**config.mk**
```make
export PLATFORM = sky130hd
export DESIGN_NAME = lcd_timing_interrupt_controller
export DESIGN_NICKNAME = d
export VERILOG_FILES = /design/src/rtl/core/lti_pkg.sv /design/src/rtl/core/lcd_timing_interrupt_controller.sv
export SDC_FILE = /design/constraint.sdc
export NUM_CORES = 1
export LEC_CHECK = 0
export BUFFER_PORTS_ARGS = -buffer_cell sky130_fd_sc_hd__buf_4
export CORE_ASPECT_RATIO = 0.8
export CORE_MARGIN = 2
export CORE_UTILIZATION = 59
export CTS_CLUSTER_SIZE = 20
export DETAILED_ROUTE_END_ITERATION = 16
export PLACE_DENSITY = 0.82
export SYNTH_ARGS = -nofsm -noshare
export SYNTH_HDL_FRONTEND = slang
export SYNTH_SLANG_ARGS = --single-unit
```
**constraint.sdc**
```tcl
create_clock -name clk -period 4.54 [get_ports clk]
set_clock_uncertainty 0.05 [all_clocks]
set_input_delay 0.227 -clock clk [delete_from_list [all_inputs] [get_ports clk]]
set_output_delay 0.227 -clock clk [all_outputs]
set_load 0.01 [all_outputs]
```
**src/rtl/core/lti_pkg.sv**
```systemverilog
// Shared constants, codes and the interrupt vector table for the LCD timing controller.
`timescale 1ns / 1ps

package lti_pkg;

  localparam int unsigned LINE_COUNT_TOTAL = 154;
  localparam int unsigned VISIBLE_LINES    = 144;
  localparam int unsigned LAST_LINE        = 153;
  localparam int unsigned MODE3_START      = 80;
  localparam int unsigned MODE0_START      = 80 + 172;

  // Status mode codes
  localparam logic [1:0] MODE_HBLANK = 2'd0;
  localparam logic [1:0] MODE_VBLANK = 2'd1;
  localparam logic [1:0] MODE_OAM    = 2'd2;
  localparam logic [1:0] MODE_XFER   = 2'd3;

  // Interrupt sources
  localparam logic [2:0] SRC_VBLANK = 3'd0;
  localparam logic [2:0] SRC_STAT   = 3'd1;
  localparam logic [2:0] SRC_TIMER  = 3'd2;
  localparam logic [2:0] SRC_SERIAL = 3'd3;
  localparam logic [2:0] SRC_JOYPAD = 3'd4;

  localparam logic [15:0] VEC_VBLANK = 16'h0040;
  localparam logic [15:0] VEC_STAT   = 16'h0048;
  localparam logic [15:0] VEC_TIMER  = 16'h0050;
  localparam logic [15:0] VEC_SERIAL = 16'h0058;
  localparam logic [15:0] VEC_JOYPAD = 16'h0060;

  // Status enable bits
  localparam int unsigned SEN_HBLANK = 0;
  localparam int unsigned SEN_VBLANK = 1;
  localparam int unsigned SEN_LINE   = 2;
  localparam int unsigned SEN_COINC  = 3;

  function automatic logic [15:0] irq_vector(input logic [2:0] src);
    logic [15:0] vec;
    case (src)
      SRC_VBLANK: vec = VEC_VBLANK;
      SRC_STAT:   vec = VEC_STAT;
      SRC_TIMER:  vec = VEC_TIMER;
      SRC_SERIAL: vec = VEC_SERIAL;
      SRC_JOYPAD: vec = VEC_JOYPAD;
      default:    vec = VEC_JOYPAD;
    endcase
    return vec;
  endfunction

endpackage

```
**src/rtl/core/lcd_timing_interrupt_controller.sv**
```systemverilog
// Top level: LCD line/frame timing, divider and interrupt dispatch, one tick per transaction.
//
//   channel | valid    | ready     | payload
//   --------+----------+-----------+-----------------------------------------------
//   in      | in_valid | in_ready  | cycles, master_enable, irq_enable, line_compare,
//           |          |           | stat_irq_enables, program_counter, stack_pointer
//   out     | out_valid| out_ready | vblank_hit, line_count, lcd_status, interrupt_flags,
//           |          |           | divider, irq_taken, new_pc, new_sp, stack bytes
//
// A tick passes through the input register, then the result register; one transaction per
// cycle is sustained while out_ready holds. The timing state advances as a tick moves
// from the input register into the result register, so ticks are applied in order.
// A stalled result register holds the tick behind it in the input register; in_ready drops
// only when both are full. Synchronous reset clears the valid flags and the timing state.
`timescale 1ns / 1ps

module lcd_timing_interrupt_controller #(
  parameter int unsigned LINE_PERIOD    = 456,
  parameter int unsigned FRAME_PERIOD   = 70224,
  parameter int unsigned DIVIDER_PERIOD = 256
) (
  input  logic        clk,
  input  logic        rst,
  input  logic        in_valid,
  output logic        in_ready,
  input  logic [7:0]  cycles,
  input  logic        master_enable,
  input  logic [4:0]  irq_enable,
  input  logic [7:0]  line_compare,
  input  logic [3:0]  stat_irq_enables,
  input  logic [15:0] program_counter,
  input  logic [15:0] stack_pointer,
  output logic        out_valid,
  input  logic        out_ready,
  output logic        vblank_hit,
  output logic [7:0]  line_count,
  output logic [6:0]  lcd_status,
  output logic [4:0]  interrupt_flags,
  output logic [7:0]  divider,
  output logic        irq_taken,
  output logic [15:0] new_pc,
  output logic [15:0] new_sp,
  output logic [7:0]  stack_high_byte,
  output logic [7:0]  stack_low_byte
);
  import lti_pkg::*;

  localparam int unsigned LW  = $clog2(LINE_PERIOD + 1);
  localparam int unsigned LXW = ((LW > 8) ? LW : 8) + 1;
  localparam int unsigned FW  = $clog2(FRAME_PERIOD + 1);
  localparam int unsigned FXW = ((FW > 8) ? FW : 8) + 1;
  localparam int unsigned DW  = $clog2(DIVIDER_PERIOD + 1);
  localparam int unsigned DXW = ((DW > 8) ? DW : 8) + 1;

  // Input register
  logic        s1_valid;
  logic [7:0]  s1_cycles;
  logic        s1_ime;
  logic [4:0]  s1_ie;
  logic [7:0]  s1_lyc;
  logic [3:0]  s1_sen;
  logic [15:0] s1_pc;
  logic [15:0] s1_sp;

  // Timing state
  logic [LW-1:0] line_cnt;
  logic [LW-1:0] mode3_cnt;
  logic [LW-1:0] mode0_cnt;
  logic [FW-1:0] frame_cnt;
  logic [DW-1:0] div_cnt;
  logic [7:0]    cur_line;
  logic [1:0]    mode;
  logic          coinc;
  logic [4:0]    flags;
  logic [7:0]    div_value;

  logic [LW-1:0] line_cnt_next, mode3_cnt_next, mode0_cnt_next;
  logic [FW-1:0] frame_cnt_next;
  logic [DW-1:0] div_cnt_next;
  logic [7:0]    cur_line_next;
  logic [1:0]    mode_next;
  logic          coinc_next;
  logic [4:0]    flags_next;
  logic [7:0]    div_value_next;

  logic line_fire, mode3_fire, mode0_fire, frame_fire, div_fire;
  logic [LXW-1:0] line_sum, mode3_sum, mode0_sum;
  logic [FXW-1:0] frame_sum;
  logic [DXW-1:0] div_sum;

  logic [7:0]  line_inc;
  logic        visible;
  logic        match;
  logic [4:0]  raised;
  logic [4:0]  hit;
  logic [2:0]  src;
  logic        take;

  logic advance;

  assign advance  = s1_valid && (!out_valid || out_ready);
  assign in_ready = !s1_valid || advance;

  always_ff @(posedge clk) begin
    if (rst) begin
      s1_valid <= 1'b0;
    end else if (in_ready) begin
      s1_valid <= in_valid;
    end
    if (in_valid && in_ready) begin
      s1_cycles <= cycles;
      s1_ime    <= master_enable;
      s1_ie     <= irq_enable;
      s1_lyc    <= line_compare;
      s1_sen    <= stat_irq_enables;
      s1_pc     <= program_counter;
      s1_sp     <= stack_pointer;
    end
  end

  // Down-counters: fire at zero or below, reload by the period, clamp an overlong tick
  assign line_fire  = LXW'(line_cnt) <= LXW'(s1_cycles);
  assign line_sum   = LXW'(line_cnt) + LXW'(LINE_PERIOD);
  assign line_cnt_next = !line_fire ? LW'(LXW'(line_cnt) - LXW'(s1_cycles)) :
                         (line_sum > LXW'(s1_cycles)) ? LW'(line_sum - LXW'(s1_cycles)) :
                         LW'(LINE_PERIOD);

  assign mode3_fire = LXW'(mode3_cnt) <= LXW'(s1_cycles);
  assign mode3_sum  = LXW'(mode3_cnt) + LXW'(LINE_PERIOD);
  assign mode3_cnt_next = !mode3_fire ? LW'(LXW'(mode3_cnt) - LXW'(s1_cycles)) :
                          (mode3_sum > LXW'(s1_cycles)) ? LW'(mode3_sum - LXW'(s1_cycles)) :
                          LW'(LINE_PERIOD);

  assign mode0_fire = LXW'(mode0_cnt) <= LXW'(s1_cycles);
  assign mode0_sum  = LXW'(mode0_cnt) + LXW'(LINE_PERIOD);
  assign mode0_cnt_next = !mode0_fire ? LW'(LXW'(mode0_cnt) - LXW'(s1_cycles)) :
                          (mode0_sum > LXW'(s1_cycles)) ? LW'(mode0_sum - LXW'(s1_cycles)) :
                          LW'(LINE_PERIOD);

  assign frame_fire = FXW'(frame_cnt) <= FXW'(s1_cycles);
  assign frame_sum  = FXW'(frame_cnt) + FXW'(FRAME_PERIOD);
  assign frame_cnt_next = !frame_fire ? FW'(FXW'(frame_cnt) - FXW'(s1_cycles)) :
                          (frame_sum > FXW'(s1_cycles)) ? FW'(frame_sum - FXW'(s1_cycles)) :
                          FW'(FRAME_PERIOD);

  assign div_fire = DXW'(div_cnt) <= DXW'(s1_cycles);
  assign div_sum  = DXW'(div_cnt) + DXW'(DIVIDER_PERIOD);
  assign div_cnt_next = !div_fire ? DW'(DXW'(div_cnt) - DXW'(s1_cycles)) :
                        (div_sum > DXW'(s1_cycles)) ? DW'(div_sum - DXW'(s1_cycles)) :
                        DW'(DIVIDER_PERIOD);

  assign div_value_next = div_fire ? div_value + 8'd1 : div_value;

  // Line, mode and status flag in event order: line, mode 3, mode 0, frame
  assign line_inc = (cur_line == 8'(LAST_LINE)) ? 8'd0 : cur_line + 8'd1;
  assign cur_line_next = line_fire ? line_inc : cur_line;
  assign visible = cur_line_next < 8'(VISIBLE_LINES);
  assign match   = cur_line_next == s1_lyc;

  always_comb begin
    mode_next  = mode;
    coinc_next = coinc;
    raised     = 5'd0;
    if (line_fire && visible) begin
      mode_next  = MODE_OAM;
      coinc_next = match;
      if (s1_sen[SEN_LINE] || (s1_sen[SEN_COINC] && match)) begin
        raised[SRC_STAT] = 1'b1;
      end
    end
    if (mode3_fire && visible) begin
      mode_next = MODE_XFER;
    end
    if (mode0_fire && visible) begin
      mode_next = MODE_HBLANK;
      if (s1_sen[SEN_HBLANK]) begin
        raised[SRC_STAT] = 1'b1;
      end
    end
    if (frame_fire) begin
      mode_next = MODE_VBLANK;
      if (s1_sen[SEN_VBLANK]) begin
        raised[SRC_STAT] = 1'b1;
      end
      raised[SRC_VBLANK] = 1'b1;
    end
  end

  // Dispatch the lowest pending enabled source
  assign hit  = (flags | raised) & s1_ie;
  assign take = s1_ime && (hit != 5'd0);

  always_comb begin
    if (hit[0]) begin
      src = SRC_VBLANK;
    end else if (hit[1]) begin
      src = SRC_STAT;
    end else if (hit[2]) begin
      src = SRC_TIMER;
    end else if (hit[3]) begin
      src = SRC_SERIAL;
    end else begin
      src = SRC_JOYPAD;
    end
  end

  assign flags_next = take ? ((flags | raised) & ~(5'd1 << src)) : (flags | raised);

  always_ff @(posedge clk) begin
    if (rst) begin
      line_cnt  <= '0;
      mode3_cnt <= LW'(MODE3_START);
      mode0_cnt <= LW'(MODE0_START);
      frame_cnt <= '0;
      div_cnt   <= '0;
      cur_line  <= 8'(LAST_LINE);
      mode      <= MODE_HBLANK;
      coinc     <= 1'b0;
      flags     <= 5'd0;
      div_value <= 8'd0;
    end else if (advance) begin
      line_cnt  <= line_cnt_next;
      mode3_cnt <= mode3_cnt_next;
      mode0_cnt <= mode0_cnt_next;
      frame_cnt <= frame_cnt_next;
      div_cnt   <= div_cnt_next;
      cur_line  <= cur_line_next;
      mode      <= mode_next;
      coinc     <= coinc_next;
      flags     <= flags_next;
      div_value <= div_value_next;
    end
  end

  // Result register
  always_ff @(posedge clk) begin
    if (rst) begin
      out_valid <= 1'b0;
    end else if (advance) begin
      out_valid <= 1'b1;
    end else if (out_ready) begin
      out_valid <= 1'b0;
    end
    if (advance) begin
      vblank_hit      <= frame_fire;
      line_count      <= cur_line_next;
      lcd_status      <= {s1_sen, coinc_next, mode_next};
      interrupt_flags <= flags_next;
      divider         <= div_value_next;
      irq_taken       <= take;
      new_pc          <= take ? irq_vector(src) : s1_pc;
      new_sp          <= take ? s1_sp - 16'd2 : s1_sp;
      stack_high_byte <= take ? s1_pc[15:8] : 8'd0;
      stack_low_byte  <= take ? s1_pc[7:0] : 8'd0;
    end
  end

endmodule

```
Word level (Yosys, flattened, before mapping) --
Index checks and enable logic that the tools add are counted.
Storage, ports and cells: flip-flop bits (word level) 215, output and inout port bits 80, word-level logic and storage cells 117
Cells by class: add/subtract/negate cells 18, magnitude comparators 11, equal/unequal tests 5, shifts and indexed selects 1, multiplexer cells 34, bitwise operators 4, reduce and logical (&&, ||, !) cells 15
Operators with widths (count):
- 2-to-1 mux 9 bit | 8
- subtractor 9 x 8 -> 9 bit | 8
- adder 9 x 9 -> 10 bit (second input constant) | 4
- greater-than comparator 10 x 8 -> 1 bit | 4
- <= comparator 9 x 8 -> 1 bit | 4
- 2-to-1 mux 17 bit | 2
- subtractor 17 x 8 -> 17 bit | 2
- 2-to-1 mux 16 bit | 2
- 2-to-1 mux 8 bit | 3
- case mux 6 bit (4 select lines) | 1
- adder 17 x 17 -> 18 bit (second input constant) | 1
- greater-than comparator 18 x 8 -> 1 bit | 1
- <= comparator 17 x 8 -> 1 bit | 1
- adder 8 x 1 -> 8 bit (second input constant) | 2
- subtractor 16 x 2 -> 16 bit (second input constant) | 1
- 2-to-1 mux 3 bit | 4
- AND 5 bit | 2
- 2-to-1 mux 2 bit | 5
- equality test 8 bit | 1
- equality test 8 bit (second input constant) | 1
- less-than comparator 8 bit (second input constant) | 1
- 2-to-1 mux 1 bit | 8
- logical AND 1 bit | 7
- equality test 3 x 2 -> 1 bit (second input constant) | 2
- 10 further kinds | 13

Logic depth before layout (Yosys ltp) --
Gate-level depths: netlist of run 1.
word-level depth 22, gate-level depth with buffers 17

Worst setup path before layout of run 1 --
OpenSTA, ideal clock, no wires.
path type register to register, from reg out_valid, to reg divider[0] (enable), data arrival time 3.291 ns, required time 4.017 ns, slack 0.726 ns, cell stages (with the launch flop) 6, path buffers 2, clock period less this slack 3.814 ns, cell sequence dfxtp_1 -> nor2b_1 -> nand2b_1 -> clkbuf_1 -> inv_2 -> clkbuf_1
Between the ends: cells in the longest elaborated chain, start to end 3
RTL lines:
- start, declared | line lcd_timing_interrupt_controller.sv:33 | output logic out_valid,
- start signal, assigned | line lcd_timing_interrupt_controller.sv:238 | out_valid <= 1'b0;
- start signal, assigned | line lcd_timing_interrupt_controller.sv:240 | out_valid <= 1'b1;
- start signal, assigned | line lcd_timing_interrupt_controller.sv:242 | out_valid <= 1'b0;
- logical NOT 1 bit | line lcd_timing_interrupt_controller.sv:101 | assign advance = s1_valid && (!out_valid || out_ready);
- logical OR 1 bit | line lcd_timing_interrupt_controller.sv:101
- logical AND 1 bit | line lcd_timing_interrupt_controller.sv:101
- net advance | line lcd_timing_interrupt_controller.sv:99 | logic advance;
- end signal, assigned | line lcd_timing_interrupt_controller.sv:249 | divider <= div_value_next;
- end, declared | line lcd_timing_interrupt_controller.sv:39 | output logic [7:0] divider,
The timed path passes the listed nets, and every way through them passes these cells. A chain may end at the register's enable or synchronous reset.

Final worst setup path of run 1 --
from reg s1_cycles[1], to reg new_sp[10] (data pin)
Between the ends: cells in the longest elaborated chain, start to end 16, elaborated cells between the ends (all ways) 21
RTL lines:
- start, declared | line lcd_timing_interrupt_controller.sv:57 | logic [7:0] s1_cycles;
- start signal, assigned | line lcd_timing_interrupt_controller.sv:111 | s1_cycles <= cycles;
- branches (longest 10 deep; another with <= comparator 9 x 8 -> 1 bit)
- 2-to-1 mux 2 bit (*) | line lcd_timing_interrupt_controller.sv:180 | if (frame_fire) begin
- OR 5 x 2 -> 5 bit (*) | line lcd_timing_interrupt_controller.sv:190 | assign hit = (flags | raised) & s1_ie;
- AND 5 bit (*) | line lcd_timing_interrupt_controller.sv:190
- nonzero test 5 bit (*) | line lcd_timing_interrupt_controller.sv:191 | assign take = s1_ime && (hit != 5'd0);
- logical AND 1 bit (*) | line lcd_timing_interrupt_controller.sv:191
- 2-to-1 mux 16 bit (*) | line lcd_timing_interrupt_controller.sv:252 | new_sp <= take ? s1_sp - 16'd2 : s1_sp;
- end signal, assigned | line lcd_timing_interrupt_controller.sv:252
- end, declared | line lcd_timing_interrupt_controller.sv:42 | output logic [15:0] new_sp,
Every way passes the cells marked *.

==> results.cfg, run 1 <==
[finish]
stdcell_area_mm2 = 0.01425
final_core_util = 0.7464
layout-drive-gt1-share = 0.1591
layout.nets = 1463
fin_cells = 1603
mostFrequentLayoutCell = buf_4
fillers = 1303
synthToLayoutAreaGrowth_pct = 23.37
mostFrequentLayoutCells = buf_4 (155), edfxtp_1 (136), nor2_1 (94)
antennaDiodeCount = 0

[min_path]
hp-start = rst
min_to = out_valid
hold_path_class = primary input to register
holdPathStages = 2

[setup_path]
crit_type = register to register
cp_data_arrival_time_ns = 4.44
crit_buf_inv = 3
crit_fanout = 49
cp_slowest_cell = edfxtp_1
cpPeakStageDelay_ns = 0.42
crit_required_ns = 4.74
crit_family = compound AO/OA/AOI/OAI gates
r2r_slack_ns = 0.30
r2r-start = s1_cycles[1]
crit_path_frequent_cell = o21ai_1
regToRegEndpoint = new_sp[10]
path_cells = clkinvlp_4 -> ha_1 -> nor2b_1 -> o21a_1 -> o21ai_1 -> a221oi_1 -> nand2b_1 -> nor2_1 -> o21ai_1 -> inv_1 -> o21ai_1 -> a31oi_1 -> a221o_1 -> buf_12 -> nand3_1 -> xnor2_1
worst_setup_path_end_kind = register
r2r_cells = 16
startpoint_type = register

[global_route]
antenna_found_initial = 0
grt_pass1_wl_mm = 46.46
grt-ovfl-total = 0
grt_pass1_vias = 9170
grt_use_total = 0.2771
grt_max_degree = 87

[floorplanning]
ios = 142
die_h_um = 129.1
core_mm2 = 0.01909
initial_core_util = 0.6050
num_rows = 45
die_area_mm2 = 0.02072
die_x_um = 160.4

[placement]
placedCellCount = 1503
port_buffers = 141
place.gp.congestion = 0.9366
dp_hpwl_mm = 18.43
placed_cell_area_mm2 = 0.01287

[yosys]
ys_seq_area_frac = 0.4906
synthesis.nets = 1271
netlist_top_cells_area = edfxtp_1 (35%), dfxtp_1 (14%), ha_1 (7.3%)
synth_top_family_by_area = simple AND/OR/NAND/NOR gates
ys_warn_count = 0
synth_compound_area_frac = 0.1540
synth_xor_area_frac = 0.06598
async_reset_ff_frac = 0
yosysTopAreaCellShare = 0.3536
synth-main-ff-cell = edfxtp_1
ys_ff_latch = 215
synth_area_mm2 = 0.01155
synth_edf_count = 136
synthMuxAreaShare = 0.009317
synth.avg_cell_area_um2 = 10.16
synth.distinct_cells = 68
synthAdderAreaFrac = 0.08126
yosysTopAreaCell = edfxtp_1
netlist_instances = 1137
synth_simple_gate_area_frac = 0.1598

[power_and_ir_drop]
p_leak_nw = 5.798
power_w = 0.005888
power_density_mw_per_mm2 = 413.3
ir_drop_v = 0.0003336

[clock_network]
cts_made_buffers = 22
path_clk_slew_ns = 0.07
clock_sinks = 215
cts_setup_buffers = 0
cts_htree_levels = 1
cts_tree = done
clockRootBuffer = clkbuf_16
clockBufferDepth = 3
worstSkewPairLatency_ns = 0.51

[timing]
hold_violations = 0
fin_crit_ns = 4.242
rsz0062_at_grt = no
tightest_slew_ns = 1.009
slew_viol_final = 0
finalCritPeriodShare = 0.9344
tns_ns = 0
max_slew_margin = 0.3276
setup_violations = 0
max_freq_ghz = 0.2357

[detailed_routing]
post_drt_wl_per_cell_um = 17.98
postRouteAntennaNets = 0
finalWirelength_mm = 28.82
dr.pass1.iters = 5
vias_per_cell = 5.852
vias = 9380
drc = 0
drt_iter0_drc = 824

[status]
status = complete, no violations

[flow_run]
cap_violations = 0
stage by stage:
| stage | setup WS, ns | hold WS (ns) |
|---|---|---|
| global placement | 0.6455 | 0.3527 |
| CTS | 0.3343 | 0.2777 |
| floorplan | 0.7260 | 0.2759 |
| detailed placement | 0.3882 | 0.3564 |
| global route | 0.02439 | 0.3200 |
| finish | 0.2980 | 0.2685 |
worst register-to-register path, cell delays in order, from the launching register on:
cell,delay (ns)
edfxtp_1,0.42
clkinvlp_4,0.30
ha_1,0.40
nor2b_1,0.13
o21a_1,0.14
o21ai_1,0.12
a221oi_1,0.26
nand2b_1,0.18
nor2_1,0.08
o21ai_1,0.40
inv_1,0.27
o21ai_1,0.31
a31oi_1,0.16
a221o_1,0.32
buf_12,0.19
nand3_1,0.15
xnor2_1,0.10
worst max-delay path by stage:
stage | startpoint | end | slack, ns | cells past startpoint
3_5_place_dp | s1_cycles[1] | new_pc[6] | 0.39 | 15
5_1_grt | s1_cycles[1] | new_sp[10] | 0.02 | 16
6_report | s1_cycles[1] | new_sp[10] | 0.30 | 16
3_3_place_gp | s1_cycles[1] | new_pc[6] | 0.65 | 15
4_1_cts | s1_cycles[1] | new_sp[11] | 0.33 | 16
2_1_floorplan | out_valid | divider[0] | 0.73 | 5
sequential cells by signal, indices dropped and copies added, names as in the netlist, 2 cells and up:
signal	cells
cur_line	8
div_cnt	9
div_value	8
divider	8
flags	5
frame_cnt	17
interrupt_flags	5
lcd_status	7
line_cnt	9
line_count	8
mode	2
mode0_cnt	9
mode3_cnt	9
new_pc	16
new_sp	16
s1_cycles	8
s1_ie	5
s1_lyc	8
s1_pc	16
s1_sen	4
s1_sp	16
stack_high_byte	8
stack_low_byte	8
routing by layer:
metal  share of wire  wire length (um)  vias to the layer above  track usage
li1                -                 -                     4523            -
met5               0                 0                        -            0
met1            0.42             12240                     4415       0.3800
met2            0.48             13710                      378       0.4604
met3           0.069              1996                       64      0.03745
met4           0.030               871                        0      0.09433
logic make-up (layout without fill, tap and decap cells):
logic type,after synthesis,count (layout)
multiplexers,10,10
flip-flops,215,215
buffers and inverters,117,325
adder cells (fa/ha/maj),72,72
AND/OR/NAND/NOR,364,364
XOR/XNOR,87,87
AO/OA/AOI/OAI,272,272
what timing repair did:
action	in CTS	in global routing
hold buffers	60	0
gates resized for setup	0	3
endpoints found under the hold margin	60	0
setup endpoints to repair	0	14
layout make-up:
cell class                      instances  area, um^2  area share
Multi-Input combinational cell        805        5440      0.3818
Sequential cell                       215        5665      0.3976
Clock inverter                         15       186.4     0.01309
Timing Repair Buffer                  216        1784      0.1252
Clock buffer                           25       583.1     0.04092
Tap cell                              258       322.8     0.02266
Inverter                               69       265.3     0.01862
where the power goes:
group | switching, W | internal (W) | total [W]
logic | 0.000877 | 0.000676 | 0.00155
registers | 0.000127 | 0.00226 | 0.00239
clock network | 0.000788 | 0.00116 | 0.00194
synthesized netlist by cell type, types with 6 or more instances:
cell,count
nand3b_1,6
a31oi_1,7
a21oi_1,90
nor4_1,11
inv_1,67
nor2_1,94
or3_1,13
a221o_1,6
ha_1,67
nor3_1,36
and2_1,23
dfxtp_1,79
mux2_2,6
nand3_1,36
nor2b_1,32
xnor2_1,54
xor2_1,33
nand2_1,59
o21bai_1,11
nand4_1,12
a22oi_1,7
edfxtp_1,136
nand2b_1,13
a21o_1,20
and3_1,9
a311oi_1,10
clkbuf_1,38
o21ai_0,45
a211o_1,10
a211oi_1,16
(Power assumes the default switching activity.)
==> run 2, diff against run 1 <==
clock period = 4.7 ns   (was 4.54 ns; I/O delays follow)
==> results.cfg, run 2 (synthesized netlist as in run 1, its figures left out) <==
[floorplanning]
die_x_um = 160.4
die_area_mm2 = 0.02072
initial_core_util = 0.6050
die_h_um = 129.1
num_rows = 45
ios = 142
core_mm2 = 0.01909

[finish]
regMostFlops = frame_cnt
layout-drive-gt1-share = 0.1570
largest_reg_flops = 17
fin_cells = 1602
synthToLayoutAreaGrowth_pct = 23.15
antennaDiodeCount = 0
mostFrequentLayoutCell = buf_4
layout.nets = 1462
mostFrequentLayoutCells = buf_4 (154), edfxtp_1 (136), nor2_1 (94)

[timing]
setup_violations = 0
tightest_slew_ns = 0.9679
fin_crit_ns = 4.383
hold_violations = 0
tns_ns = 0
rsz0062_at_grt = no
slew_viol_final = 0
max_slew_margin = 0.3547
max_freq_ghz = 0.2281
finalWorstSetupSlack_ns = 0.3169
finalCritPeriodShare = 0.9326

[clock_network]
cts_htree_levels = 1
clockRootBuffer = clkbuf_16
cts_made_buffers = 22
cts_tree = done
worstSkewPairLatency_ns = 0.50
clockBufferDepth = 3
path_clk_slew_ns = 0.07
clock_sinks = 215

[min_path]
hold_path_class = primary input to register

[setup_path]
crit_fanout = 49
startpoint_type = register
cp_data_arrival_time_ns = 4.57
crit_type = register to register
crit_required_ns = 4.89
worst_setup_path_end_kind = register

[status]
status = complete, no violations

[detailed_routing]
post_drt_wl_per_cell_um = 17.82
drt_iter0_drc = 824
drc = 0
finalWirelength_mm = 28.55
vias_per_cell = 5.886
dr.pass1.iters = 5
postRouteAntennaNets = 0
vias = 9430

[placement]
placedCellCount = 1501
place.gp.congestion = 0.9297
port_buffers = 141
pre_cts_ws_ns = 0.4557
dp_hpwl_mm = 18.29

[global_route]
grt-ovfl-total = 0
grt_use_total = 0.2743
grt_pass1_wl_mm = 46.11
grt_max_degree = 87
grt_pass1_vias = 9258
antenna_found_initial = 0

[power_and_ir_drop]
ir_drop_v = 0.0002684
power_density_mw_per_mm2 = 398.6
p_leak_nw = 5.788

[flow_run]
cap_violations = 0
-- run 2: per-layer routing --
layer  vias to the layer above  routed length, um  track usage
li1                       4520                  -            -
met1                      4446              12010       0.3628
met2                       400              13700       0.4741
met3                        64               1994      0.03585
met4                         0                843      0.09062
met5                         -                  0            0
-- run 2: report_power, final --
part	total, W	leakage (nW)	internal, W	switching, W
registers	0.00231	1.95	0.00219	0.000118
clock network	0.00186	0.378	0.00112	0.000740
logic	0.00150	3.46	0.000646	0.000858
-- run 2: critical path, stage by stage (launching register included) --
cell and delay, ns:
edfxtp_1 0.42, clkinvlp_4 0.29, ha_1 0.29, a21oi_1 0.24, a211oi_1 0.16, o21ai_1 0.75
nand2_1 0.14, o31a_1 0.32, inv_2 0.09, nand2_2 0.12, a221o_1 0.34, a221o_1 0.34
buf_4 0.29, nand3_1 0.18, xnor2_1 0.09
-- run 2: final cells by class --
cell class                      count  area, um^2
Sequential cell                   215        5665
Multi-Input combinational cell    805        5439
Inverter                           69       265.3
Clock inverter                     14       182.7
Timing Repair Buffer              215        1760
Fill cell                        1302        4865
Clock buffer                       26       586.8
Tap cell                          258       322.8
-- run 2: path summary, 6_finish.rpt --
kind	startpoint	endpoint	slack (ns)	depth (start not counted)
hold reg to reg	s1_sp[0]	new_sp[0]	0.40	0
setup reg to reg	s1_cycles[1]	new_sp[9]	0.32	14
hold / removal	rst	s1_valid	0.29	2
setup / recovery	s1_cycles[1]	new_sp[9]	0.32	14
-- run 2: through the flow --
stage | instance area [um^2] | power (W) | utilization | hold WS [ns]
finish | 14220 | 0.005669 | 0.7451 | 0.2904
global route | 14220 | 0.005937 | 0.7451 | 0.3195
global placement | 12840 | 0.003704 | 0.6728 | 0.3510
floorplan | 11550 | 0.003359 | - | 0.2839
detailed placement | 12840 | 0.003753 | 0.6728 | 0.3644
CTS | 14210 | 0.005635 | 0.7445 | 0.2976
-- run 2: what timing repair did --
item                                    in CTS  in global routing
endpoints found under the hold margin       60                  0
setup buffers                                0                  0
endpoints found under the setup margin       0                  4
resized for setup                            0                  2
hold buffers                                60                  0
